[config.mk]
export PLATFORM = sky130hd
export DESIGN_NAME = deq_ctrl
export DESIGN_NICKNAME = d
export VERILOG_FILES = /design/src/rtl/core/deq_pkg.sv /design/src/rtl/core/deq_ctrl.sv
export SDC_FILE = /design/constraint.sdc
export NUM_CORES = 1
export LEC_CHECK = 0
export BUFFER_PORTS_ARGS = -buffer_cell sky130_fd_sc_hd__buf_2
export CAP_MARGIN = 20
export CORE_AREA = 2 2 39 41
export DETAILED_ROUTE_END_ITERATION = 7
export DIE_AREA = 0 0 41 43
export PLACE_DENSITY = 0.32
export SLEW_MARGIN = 5
export SYNTH_ARGS = -nofsm -noshare
export SYNTH_HDL_FRONTEND = slang
export SYNTH_SLANG_ARGS = --single-unit
[constraint.sdc]
create_clock -name clk_i -period 1 [get_ports clk_i]
set_input_delay 0.25 -clock clk_i [delete_from_list [all_inputs] [get_ports clk_i]]
set_output_delay 0.25 -clock clk_i [all_outputs]
set_load 0.005 [all_outputs]
[src/rtl/core/deq_pkg.sv]
// ----------------------------------------------------------------------------
// Double-ended queue package
// Operation and status codes and the controller command bundle shared by
// the queue modules.
// ----------------------------------------------------------------------------
`default_nettype none

package deq_pkg;

  localparam int unsigned DEQ_DEPTH = 128;
  localparam int unsigned OCC_W     = 8;

  typedef enum logic [1:0] {
    OP_PUSH_BACK  = 2'd0,
    OP_PUSH_FRONT = 2'd1,
    OP_POP_FRONT  = 2'd2,
    OP_POP_BACK   = 2'd3
  } op_e;

  typedef enum logic [1:0] {
    ST_OK    = 2'd0,
    ST_FULL  = 2'd1,
    ST_EMPTY = 2'd2
  } status_e;

  typedef struct packed {
    logic load;
    logic exec;
  } deq_cmd_t;

endpackage

`default_nettype wire

[src/rtl/core/deq_ctrl.sv]
// ----------------------------------------------------------------------------
// Double-ended queue controller
// Sequences one operation through accept, execute and result cycles and
// drives the datapath commands.
// ----------------------------------------------------------------------------
`default_nettype none

module deq_ctrl import deq_pkg::*; (
  input  wire logic clk_i,
  input  wire logic rst_ni,
  input  wire logic start,
  output logic      busy,
  output logic      done_o,
  output deq_cmd_t  cmd_o
);

  typedef enum logic [1:0] {
    S_IDLE,
    S_EXEC,
    S_DONE
  } state_e;

  state_e state_q;
  logic   busy_q;
  logic   done_q;

  always_ff @(posedge clk_i or negedge rst_ni) begin
    if (!rst_ni) begin
      state_q <= S_IDLE;
      busy_q  <= 1'b0;
      done_q  <= 1'b0;
    end else begin
      unique case (state_q)
        S_IDLE: begin
          done_q <= 1'b0;
          if (start) begin
            state_q <= S_EXEC;
            busy_q  <= 1'b1;
          end
        end
        S_EXEC: begin
          state_q <= S_DONE;
          done_q  <= 1'b1;
        end
        S_DONE: begin
          state_q <= S_IDLE;
          busy_q  <= 1'b0;
          done_q  <= 1'b0;
        end
        default: begin
          state_q <= S_IDLE;
          busy_q  <= 1'b0;
          done_q  <= 1'b0;
        end
      endcase
    end
  end

  assign busy       = busy_q;
  assign done_o     = done_q;
  assign cmd_o.load = start && (state_q == S_IDLE);
  assign cmd_o.exec = (state_q == S_EXEC);

endmodule

`default_nettype wire

=== After elaboration in Yosys (flattened, before gate mapping) ===
Cells that the tools add are included.

* Input port bits: 3
* Logic and storage cells: 14
* Output and inout bits: 4
* Register bits after elaboration: 4

* Reduce and logical (&&, ||, !) cells: 3
* Bitwise gates (word level): 1
* Equality and inequality tests: 2
* Mux-type cells: 5

{| class="wikitable"
|+ Operators with widths
! operator !! count
|-
| one-hot mux 2 bit (2 select lines) || 1
|-
| equality test 2 x 1 -> 1 bit (second input constant) || 1
|-
| zero test 2 bit || 1
|-
| two-way mux 1 bit || 2
|-
| two-way mux 2 bit || 1
|-
| != test 2 bit (second input constant) || 1
|-
| one-hot mux 1 bit (2 select lines) || 1
|-
| AND reduction 2 bit || 1
|-
| logical AND 1 bit || 1
|-
| NOT 1 bit || 1
|}

=== Logic depth before layout (Yosys ltp) ===
* Depth in word-level cells: 3
* Depth in mapped cells: 2
* Depth with buffers taken out: 2

=== Least setup slack after synthesis ===
Ideal clock, no wire load.

* Kind: reg2out
* From: register state_q[0]
* To: output cmd_o[1] (netlist name)
* Arrival: 0.604 ns
* Required time: 0.750 ns
* Cell stages (with the launch flop): 3
* Buffers on the path: 0
* Setup slack: 0.146 ns
* Path through: dfrtp_1 nand2b_4 nor2_1

{| class="wikitable"
|+ RTL lines
! element !! RTL line !! RTL
|-
| start, declared || deq_ctrl.sv:23 || <nowiki>state_e state_q;</nowiki>
|-
| start signal, assigned || deq_ctrl.sv:29 || <nowiki>state_q <= S_IDLE;</nowiki>
|-
| start signal, assigned || deq_ctrl.sv:37 || <nowiki>state_q <= S_EXEC;</nowiki>
|-
| start signal, assigned || deq_ctrl.sv:42 || <nowiki>state_q <= S_DONE;</nowiki>
|-
| end, declared || deq_ctrl.sv:14 || <nowiki>output deq_cmd_t cmd_o</nowiki>
|}

==> summary.txt <==
Synth Net Count: 14
cell taking the most area after synthesis: dfrtp_1
Synth area leaders: dfrtp_1 (67%), nand2b_4 (9.2%), a21oi_2 (5.9%), nor2b_2 (5.9%), nor2_1 (5.0%)
fraction of layout cells with a size suffix above 1: 0.6667
worst slew pin tran: 126.9 ps
first-pass GRT wire length: 565 um
Critical Path Start Type: register
number of iterations in the first detailed-routing pass: 2
TritonCTS buffer count: 3
Static Leak: 0.1347 nW
Core Area: 1384 sq um
Ports: 7
cell area after synthesis: 148.9 sq um
drt drc: 0
crit path capture type: output pin
Starting DRT DRC Count: 1
final setup violating endpoints: 2
final hold vios: 0
Max-slew headroom: 0.9154
vias in the first global route: 130
Ant. Diodes: 0
gr ovfl total: 0
Worst Hold Class: input pin to async pin
Clock transition at path regs: 40 ps
Die Span Y: 43 um
final core occ: 0.1854
Synth Register Bits: 4
Worst Reg-to-Reg Cells: 3
P&R area growth vs syn: 72.27%
Worst EP arrival: 930 ps
register area share after synthesis: 0.6723
# rows: 14
failing checks: negative setup slack
clk sink count: 4
syn avg cell area: 13.54 sq um
Total GRT Usage: 0.06231
fmax: 848.3 MHz
TritonCTS clock tree: built
total routed wirelength: 335 um
CP Class: register to output pin
status: finished, violations left
Setup Skew: 2.705 ps
routed len/inst: 8.375 um
Initial Util: 0.1076
max cap viols: 0
RSZ-0062 raised after global routing: yes
# nets final: 29
Power Total: 507.6 uW
top cell type's share of synthesized area: 0.6723
largest net degree at the start of global routing: 5
antenna viol nets, final: 0
Power Density: 1979 nW/um^2
routability cong.: 0.6170
Max FO, Critical Path: 3
Fin Setup TNS: -330.2 ps
Worst Slack Setup Final: -178.9 ps
antenna violations before repair: 0
Via Count: 128
DR vias/cell: 3.200
CP required: 750 ps
Max clock buf depth: 2
Die ar.: 1763 sq um
Netlist cell types: 7
cells after synthesis: 11
root buffer cell: clkbuf_4
Tcrit/Tclk final: 1.179
H-tree depth: 1
Clock Latency Late Sink: 240 ps
die width: 41 um
Tmin final: 1179 ps
VDD IR max: 0.3474 mV
YS warnings: 0
port bufs: 6
max-slew violations: 0
## final timing paths
check	from	to	slack, ps
min reg2reg	state_q[1]	done_o	490
max in group asynchronous	rst_ni	state_q[0]	530
min in group clk_i	start	state_q[0]	380
min	rst_ni	done_o	350
max reg2reg	state_q[1]	state_q[0]	160
max	state_q[0]	cmd_o[1]	-180
## cell families (layout without fill, tap and decap cells)
kind of cell    Yosys count  after routing  synth area share
buf+inv                   1             14           0.02519
compound gates            1              1           0.05883
flops                     4              4            0.6723
simple gates              5              5            0.2437
## area by class of cell
class / count / area, sq um
Fill cell: 160 / 1127
Sequential cell: 4 / 100.1
Timing Repair Buffer: 10 / 62.56
Multi-Input combinational cell: 6 / 47.55
Clock buffer: 3 / 22.52
Tap cell: 16 / 20.02
Inverter: 1 / 3.754
## flip-flops by register name, indices dropped and copies added, names as in the netlist
register and count:
state_q 2, done_o 1, busy 1
## cell usage in the layout (no fill, tap or decap)
master / Yosys / routed
dfrtp_1: 4 / 4
buf_2: 0 / 6
inv_1: 1 / 1
dlygate4sd3_1: 0 / 1
nor2b_1: 1 / 1
clkbuf_4: 0 / 3
nor2_2: 0 / 1
nor2_1: 2 / 1
a21oi_2: 1 / 1
nor2b_2: 1 / 1
nand2b_4: 1 / 1
buf_4: 0 / 3
## critical path, cell delays in order (launching register included)
cell	delay, ps
dfrtp_1	370
nand2b_4	150
nor2_2	60
buf_2	110
## where the power goes
group	total [mW]	switching [mW]	internal, mW
combinational	0.103	0.0417	0.0611
sequential	0.201	0.0129	0.188
clock	0.204	0.0696	0.134
total	0.508	0.124	0.383
## metrics by stage
| step | area (sq um) | instances | worst slack [ps] | hold WS (ps) |
|---|---|---|---|---|
| 3_3_place_gp | 206.4 | 34 | 36.35 | 57.75 |
| 6_report | 256.5 | 40 | -178.9 | 347.1 |
| 2_1_floorplan | 148.9 | 11 | 146.2 | -45.59 |
| 4_1_cts | 254.0 | 40 | -209.8 | 335.9 |
| 5_1_grt | 256.5 | 40 | -248.9 | 368.5 |
| 3_5_place_dp | 206.4 | 34 | 40.48 | 62.59 |
## cell usage after synthesis
cell type	instances
a21oi_2	1
dfrtp_1	4
inv_1	1
nand2b_4	1
nor2_1	2
nor2b_1	1
nor2b_2	1
## what timing repair did
item,in CTS,in global routing
endpoints found under the setup margin,2,3
hold endpoints to repair,4,0
setup buffers,2,0
gates cloned,0,0
resized for setup,0,1
hold buffers,1,0
## routing by layer
layer | track usage | vias to the layer above | share of wire
met3 | 0.07853 | 2 | 0.18
met4 | 0.08000 | 0 | 0.018
li1 | - | 59 | -
met2 | 0.06875 | 8 | 0.44
met5 | 0 | - | 0
met1 | 0.04194 | 59 | 0.36
Power figures use the tool's default switching activity.
